`config.mk`:
```
export PLATFORM = sky130hd
export DESIGN_NAME = binary_to_decimal_ascii_digits
export DESIGN_NICKNAME = d
export VERILOG_FILES = /design/src/design/bdasc_pkg.sv /design/src/design/bdasc_dp.sv /design/src/design/bdasc_ctrl.sv /design/src/design/binary_to_decimal_ascii_digits.sv
export SDC_FILE = /design/constraint.sdc
export NUM_CORES = 1
export LEC_CHECK = 0
export ABC_AREA = 1
export BUFFER_PORTS_ARGS = -buffer_cell sky130_fd_sc_hd__buf_4
export CORE_MARGIN = 5
export CORE_UTILIZATION = 40
export DETAILED_ROUTE_END_ITERATION = 8
export PLACE_DENSITY = 0.7
export SYNTH_ARGS = -nofsm -noshare
export SYNTH_HDL_FRONTEND = slang
export SYNTH_SLANG_ARGS = --single-unit
```
`constraint.sdc`:
```
create_clock -name clk -period 2.2 [get_ports clk]
set_clock_uncertainty 0.15 [all_clocks]
set_input_delay 0.66 -clock clk [delete_from_list [all_inputs] [get_ports clk]]
set_output_delay 0.66 -clock clk [all_outputs]
set_load 0.1 [all_outputs]
```
`src/design/bdasc_pkg.sv`:
```
// bdasc_pkg: shared types and constants for the binary to decimal ASCII converter.
// No dependencies; used by bdasc_ctrl, bdasc_dp and the top level.
`default_nettype none

package bdasc_pkg;

    localparam int DIGIT_W = 4;

    // '0' in ASCII; the low nibble is zero, so a digit is ORed in
    localparam logic [5:0] ASCII_ZERO = 6'd48;

    // largest BCD digit that needs no correction before a shift
    localparam logic [DIGIT_W-1:0] DABBLE_LIMIT = 4'd4;
    localparam logic [DIGIT_W-1:0] DABBLE_ADD   = 4'd3;
    localparam logic [DIGIT_W-1:0] RADIX        = 4'd10;

    typedef enum logic [3:0] {
        ST_IDLE = 4'b0001,
        ST_CONV = 4'b0010,
        ST_SKIP = 4'b0100,
        ST_EMIT = 4'b1000
    } state_t;

    // controller -> datapath
    typedef struct packed {
        logic load;       // capture a new value, clear BCD
        logic dabble;     // one add-3 and shift step
        logic next_digit; // move next BCD digit to the top
    } cmd_t;

    // datapath -> controller
    typedef struct packed {
        logic                 top_zero;
        logic [DIGIT_W-1:0]   top_digit;
    } sts_t;

endpackage

`default_nettype wire

```
`src/design/bdasc_dp.sv`:
```
// bdasc_dp: datapath with binary shift register and BCD register (double dabble).
// Depends on bdasc_pkg for command/status structs and constants.
`default_nettype none

module bdasc_dp #(
    parameter int VALUE_BITS = 16,
    parameter int NUM_DIGITS = 5
) (
    input  wire logic                    clk,
    input  wire logic                    rst_n,
    input  wire logic [VALUE_BITS-1:0]   value,
    input  wire bdasc_pkg::cmd_t         cmd,
    output bdasc_pkg::sts_t              sts,
    output logic [5:0]                   digit_char
);

    localparam int BCD_W = NUM_DIGITS * bdasc_pkg::DIGIT_W;

    logic [VALUE_BITS-1:0] bin_reg, bin_next;
    logic [BCD_W-1:0]      bcd_reg, bcd_next;
    logic [BCD_W-1:0]      bcd_adj;

    // add 3 to every digit above 4, digits are independent
    always_comb
    begin
        for (int i = 0; i < NUM_DIGITS; i++)
        begin
            if (bcd_reg[i*bdasc_pkg::DIGIT_W +: bdasc_pkg::DIGIT_W] > bdasc_pkg::DABBLE_LIMIT)
            begin
                bcd_adj[i*bdasc_pkg::DIGIT_W +: bdasc_pkg::DIGIT_W] =
                    bcd_reg[i*bdasc_pkg::DIGIT_W +: bdasc_pkg::DIGIT_W] + bdasc_pkg::DABBLE_ADD;
            end
            else
            begin
                bcd_adj[i*bdasc_pkg::DIGIT_W +: bdasc_pkg::DIGIT_W] =
                    bcd_reg[i*bdasc_pkg::DIGIT_W +: bdasc_pkg::DIGIT_W];
            end
        end
    end

    always_comb
    begin
        bin_next = bin_reg;
        bcd_next = bcd_reg;
        if (cmd.load)
        begin
            bin_next = value;
            bcd_next = '0;
        end
        else if (cmd.dabble)
        begin
            bin_next = {bin_reg[VALUE_BITS-2:0], 1'b0};
            bcd_next = {bcd_adj[BCD_W-2:0], bin_reg[VALUE_BITS-1]};
        end
        else if (cmd.next_digit)
        begin
            bcd_next = {bcd_reg[BCD_W-bdasc_pkg::DIGIT_W-1:0], {bdasc_pkg::DIGIT_W{1'b0}}};
        end
    end

    always_ff @(posedge clk or negedge rst_n)
    begin
        if (!rst_n)
        begin
            bin_reg <= '0;
            bcd_reg <= '0;
        end
        else
        begin
            bin_reg <= bin_next;
            bcd_reg <= bcd_next;
        end
    end

    assign sts.top_digit = bcd_reg[BCD_W-1 -: bdasc_pkg::DIGIT_W];
    assign sts.top_zero  = (sts.top_digit == '0);
    assign digit_char    = bdasc_pkg::ASCII_ZERO | {2'b00, sts.top_digit};

`ifndef ASSERT_OFF
    a_load_clears: assert property (@(posedge clk) disable iff (!rst_n)
        cmd.load |=> (bcd_reg == '0))
        else $error("BCD not cleared on load");

    a_digit_range: assert property (@(posedge clk) disable iff (!rst_n)
        sts.top_digit < bdasc_pkg::RADIX)
        else $error("top BCD digit out of range");
`endif

endmodule

`default_nettype wire

```
`src/design/bdasc_ctrl.sv`:
```
// bdasc_ctrl: controller FSM sequencing load, conversion, zero skip and emission.
// Depends on bdasc_pkg for the state encoding and command/status structs.
`default_nettype none

module bdasc_ctrl #(
    parameter int VALUE_BITS = 16,
    parameter int NUM_DIGITS = 5
) (
    input  wire logic              clk,
    input  wire logic              rst_n,
    input  wire logic              in_valid,
    output logic                   in_ready,
    output logic                   out_valid,
    input  wire logic              out_ready,
    output logic                   last,
    input  wire bdasc_pkg::sts_t   sts,
    output bdasc_pkg::cmd_t        cmd
);

    localparam int BIT_W = $clog2(VALUE_BITS);
    localparam int DIG_W = $clog2(NUM_DIGITS);
    localparam logic [BIT_W-1:0] BIT_LAST = BIT_W'(VALUE_BITS - 1);
    localparam logic [DIG_W-1:0] DIG_LAST = DIG_W'(NUM_DIGITS - 1);

    bdasc_pkg::state_t state_reg, state_next;
    logic [BIT_W-1:0]  bit_cnt_reg, bit_cnt_next;
    logic [DIG_W-1:0]  dig_cnt_reg, dig_cnt_next;

    always_comb
    begin
        state_next     = state_reg;
        bit_cnt_next   = bit_cnt_reg;
        dig_cnt_next   = dig_cnt_reg;
        cmd            = '0;
        in_ready       = 1'b0;
        out_valid      = 1'b0;
        case (state_reg)
            bdasc_pkg::ST_IDLE:
            begin
                in_ready = 1'b1;
                if (in_valid)
                begin
                    cmd.load     = 1'b1;
                    bit_cnt_next = BIT_LAST;
                    state_next   = bdasc_pkg::ST_CONV;
                end
            end
            bdasc_pkg::ST_CONV:
            begin
                cmd.dabble = 1'b1;
                if (bit_cnt_reg == '0)
                begin
                    dig_cnt_next = DIG_LAST;
                    state_next   = bdasc_pkg::ST_SKIP;
                end
                else
                begin
                    bit_cnt_next = bit_cnt_reg - 1'b1;
                end
            end
            bdasc_pkg::ST_SKIP:
            begin
                // drop leading zeros, always keep the units digit
                if (sts.top_zero && (dig_cnt_reg != '0))
                begin
                    cmd.next_digit = 1'b1;
                    dig_cnt_next   = dig_cnt_reg - 1'b1;
                end
                else
                begin
                    state_next = bdasc_pkg::ST_EMIT;
                end
            end
            bdasc_pkg::ST_EMIT:
            begin
                out_valid = 1'b1;
                if (out_ready)
                begin
                    if (dig_cnt_reg == '0)
                    begin
                        state_next = bdasc_pkg::ST_IDLE;
                    end
                    else
                    begin
                        cmd.next_digit = 1'b1;
                        dig_cnt_next   = dig_cnt_reg - 1'b1;
                    end
                end
            end
            default:
            begin
                state_next = bdasc_pkg::ST_IDLE;
            end
        endcase
    end

    assign last = (dig_cnt_reg == '0);

    always_ff @(posedge clk or negedge rst_n)
    begin
        if (!rst_n)
        begin
            state_reg   <= bdasc_pkg::ST_IDLE;
            bit_cnt_reg <= '0;
            dig_cnt_reg <= '0;
        end
        else
        begin
            state_reg   <= state_next;
            bit_cnt_reg <= bit_cnt_next;
            dig_cnt_reg <= dig_cnt_next;
        end
    end

`ifndef ASSERT_OFF
    a_no_overlap: assert property (@(posedge clk) disable iff (!rst_n)
        !(in_ready && out_valid))
        else $error("input taken while a digit is pending");

    a_busy_after_load: assert property (@(posedge clk) disable iff (!rst_n)
        (in_valid && in_ready) |=> !in_ready)
        else $error("ready did not drop after a request");

    a_idle_after_last: assert property (@(posedge clk) disable iff (!rst_n)
        (out_valid && out_ready && last) |=> in_ready)
        else $error("not idle after final digit");

    a_single_cmd: assert property (@(posedge clk) disable iff (!rst_n)
        $onehot0(cmd))
        else $error("conflicting datapath commands");
`endif

endmodule

`default_nettype wire

```
`src/design/binary_to_decimal_ascii_digits.sv`:
```
// binary_to_decimal_ascii_digits: top level, unsigned binary to ASCII decimal digits.
// Depends on bdasc_pkg, bdasc_ctrl and bdasc_dp.
//
//  channel | signals                        | request contents
//  --------+--------------------------------+-------------------------------------
//  input   | in_valid / in_ready            | value: unsigned number
//  output  | out_valid / out_ready          | digit_char (ASCII '0'..'9'), last
//
// One request passes through a load, a double-dabble step per value bit, a skip step
// per suppressed leading zero plus one, then one digit per hand-off while out_ready is high.
// At VALUE_BITS = 16 skipped zeros and digits always add up to five; the serial
// BCD shifter (one input bit per cycle) sets the conversion length.
// Reset (rst_n, asynchronous) returns the controller to idle with in_ready high.
// A stalled out_ready holds the current digit and last;
// no new request is taken until the final digit of the number has been handed off.
`default_nettype none

module binary_to_decimal_ascii_digits #(
    parameter int VALUE_BITS = 16
) (
    input  wire logic                  clk,
    input  wire logic                  rst_n,
    input  wire logic                  in_valid,
    output logic                       in_ready,
    input  wire logic [VALUE_BITS-1:0] value,
    output logic                       out_valid,
    input  wire logic                  out_ready,
    output logic [5:0]                 digit_char,
    output logic                       last
);

    // decimal digits needed for 2^VALUE_BITS - 1: ceil(VALUE_BITS * log10(2))
    localparam int NUM_DIGITS = (VALUE_BITS * 30103 + 99999) / 100000;

    bdasc_pkg::cmd_t cmd;
    bdasc_pkg::sts_t sts;

    bdasc_ctrl #(
        .VALUE_BITS (VALUE_BITS),
        .NUM_DIGITS (NUM_DIGITS)
    ) u_ctrl (
        .clk       (clk),
        .rst_n     (rst_n),
        .in_valid  (in_valid),
        .in_ready  (in_ready),
        .out_valid (out_valid),
        .out_ready (out_ready),
        .last      (last),
        .sts       (sts),
        .cmd       (cmd)
    );

    // digit_char comes straight off the BCD register, so it is held during stalls
    bdasc_dp #(
        .VALUE_BITS (VALUE_BITS),
        .NUM_DIGITS (NUM_DIGITS)
    ) u_dp (
        .clk        (clk),
        .rst_n      (rst_n),
        .value      (value),
        .cmd        (cmd),
        .sts        (sts),
        .digit_char (digit_char)
    );

endmodule

`default_nettype wire

```
==> results.toml <==
[status]
outcome = "complete, but fails checks"
violations = "setup timing"

[placement]
place_area_sq_mm = 0.00309
port_buffers = 26
dp_hpwl_um = 4210
gp_congestion = 0.797
dp.cells = 493

[logic_synthesis]
synth_warnings = 0
synth.avg_cell_area_sq_um = 7.45
ys_seq_area_share_pct = 41.3
syn-cell-area_sq_mm = 0.00285
synth_cell_types = 31
async_flop_share_pct = 100
synth-seq-cells = 47
netlist_instances = 383
synth_edf_count = 0
synth-main-ff-cell = "dfrtp_1"

[clocking]
clockBufferDepth = 2
clock_latency_ns = 0.29
clock_sinks = 47
clkTransAtPathRegs_ns = 0.09
cts_root_buf = "clkbuf_8"
cts_tree = "built"
cts_max_level = 2
cts_made_buffers = 5

[grt]
grt_pass1_wl_um = 10400
grt_pass1_vias = 2454
grt_start_max_net_pins = 48
antenna_found_initial = 0
globalRouteOverflowTotal = 0
track_usage_pct = 14.1

[layout]
post-route-util_pct = 47.9
syn_to_final_growth_pct = 15.3
largest_register_ff_count = 20
instances_no_fill = 507
final_common_cell = "nand2_1"
nets = 438
finalInstanceArea_sq_mm = 0.00329
mostFrequentLayoutCells = "110 x nand2_1, 55 x inv_1, 45 x dfrtp_1"
antenna_cells = 0
drive_gt1_share_pct = 18.2

[critical_path]
setup.worst_path.start_class = "register"
worstPathArrival_ns = 1.40
crit_fanout = 3
path_cells = "inv_2 -> nor2_4 -> nand2_2 -> clkinvlp_4 -> buf_12"
r2r_start = "u_ctrl.state_reg[0]"
startpoint = "u_ctrl.state_reg[0]"
critPathCaptureType = "output pin"
reg2regPathDepth = 9
required_ns = 1.39
crit_path_max_incr_delay_ns = 0.59
r2r_slack_ns = 0.26
endpoint = "in_ready"
critical_path_class = "register to output pin"
cp_slowest_cell = "dfstp_2"
r2r_end = "u_dp.bcd_reg[12]"

[pwr]
p_per_area_mw_per_mm2 = 1310
p_switching_uw = 2080
p_seq_share_pct = 32.1
power_frac_clock_pct = 12.0
ir_drop_mv = 0.484
swShare_pct = 48.3
cellLeakagePower_uw = 0.00168
power_uw = 4300
comb_power_share_pct = 55.9
p_int_uw = 2220

[floorplan]
die_width_um = 94.5
core_sq_mm = 0.00687
die_h_um = 94.5
rows = 30
dieArea_sq_mm = 0.00892
initial_core_util_pct = 41.5
io_pins = 29

[sta]
relSlewSlack_pct = 60.8
hold_ws_ns = 0.217
layout_setup_ws_ns = -0.0134
period_share_pct = 101
setup-violations-final = 1
max_clock_freq_mhz = 452
rsz0062_at_grt = "yes"
worst_pin_slew_ns = 0.588
hold_viol_final = 0
final_max_slew_viol_count = 0
min_period_ns = 2.21

[min_path]
hp-class = "primary input to asynchronous set/reset pin"

[routing]
route.detailed.vias_per_inst = 4.86
dr.first_iter.drc_count = 105
wl_per_cell_um = 11.6
vias = 2463
dr.pass1.iters = 4
route.detailed.drc = 0
wirelength_um = 5870
drtAntennaViolNets = 0

[run]
drv_cap = 0
## layer usage
layer  vias to the layer above  GRT usage [%]  routed length (um)
met5                         -              0                   0
met4                         0           3.00                  21
met3                         2           3.35                 267
met2                        56           24.5                2850
met1                      1134           17.7                2740
li1                       1271              -                   -
## power by group through the flow
stage | Sequential [uW] | Combinational, uW | Clock [uW]
final | 1380 | 2400 | 515
after global routing | 1420 | 2690 | 577
after CTS | 1380 | 2350 | 542
after detailed placement | 1400 | 2240 | 0
after global placement | 1390 | 2170 | 0
after floorplan | 1350 | 1910 | 0
## cell families (layout without fill, tap and decap cells)
logic type / Yosys count / after routing / share of synthesized area [%]
simple gates: 192 / 192 / 29.6
compound gates: 56 / 56 / 12.9
buf+inv: 79 / 106 / 12.6
other cells: 1 / 2 / 0.131
flops: 47 / 47 / 41.3
fa+ha+maj: 8 / 8 / 3.51
## critical path: cells and delay by family (launching register included)
family | cells | cell delay (ns)
flip-flops | 1 | 0.59
buffers and inverters | 3 | 0.33
AND/OR/NAND/NOR | 2 | 0.19
## layout make-up
cell class	instances	area, sq um
repair buffers	37	315
inverters	61	235
flip-flops and latches	47	1180
well taps	96	120
multi-input cells	258	1350
clock buffers	6	72.6
clock inverters	2	17.5
fillers	667	3580
## how the worst min path moves through the flow
stage                                startpoint                     to  slack, ns  cells after the start
after floorplan                           rst_n  u_ctrl.bit_cnt_reg[0]       0.21                      0
after global routing                      rst_n        u_dp.bcd_reg[7]       0.26                      1
after CTS                                 rst_n    u_ctrl.state_reg[3]       0.24                      1
final                                     rst_n       u_dp.bcd_reg[16]       0.22                      1
after global placement    u_ctrl.dig_cnt_reg[0]  u_ctrl.dig_cnt_reg[0]       0.31                      2
after detailed placement  u_ctrl.dig_cnt_reg[2]  u_ctrl.dig_cnt_reg[2]       0.32                      2
## what timing repair did
| action | 4_1_cts | 5_1_grt |
|---|---|---|
| resized for setup | 9 | 5 |
| pin swaps | 1 | 1 |
| endpoints found under the setup margin | 3 | 23 |
| hold buffers | 0 | 0 |
| setup buffers | 2 | 4 |
## cells in the mapped netlist (all sizes together), types with 2 or more instances
library cell / number / area (sq um)
nand4: 2 / 12.5
nor3: 2 / 10.0
dfrtp: 46 / 1150
o21ai: 29 / 171
ha: 8 / 100
o221ai: 14 / 123
o211ai: 2 / 15.0
nand3: 38 / 213
nor2: 34 / 153
or2: 2 / 12.5
nand2: 114 / 445
buf: 17 / 124
a21oi: 9 / 45.0
inv: 61 / 231
## per-stage QoR
| step | setup TNS, ns | setup slack (ns) |
|---|---|---|
| after floorplan | 0 | 0.0626 |
| after global placement | 0 | 0.139 |
| after detailed placement | 0 | 0.0561 |
| after CTS | -0.00977 | -0.00977 |
| after global routing | -0.0947 | -0.0794 |
| final | -0.0134 | -0.0134 |
No activity file was read; power rests on OpenSTA's default activity.
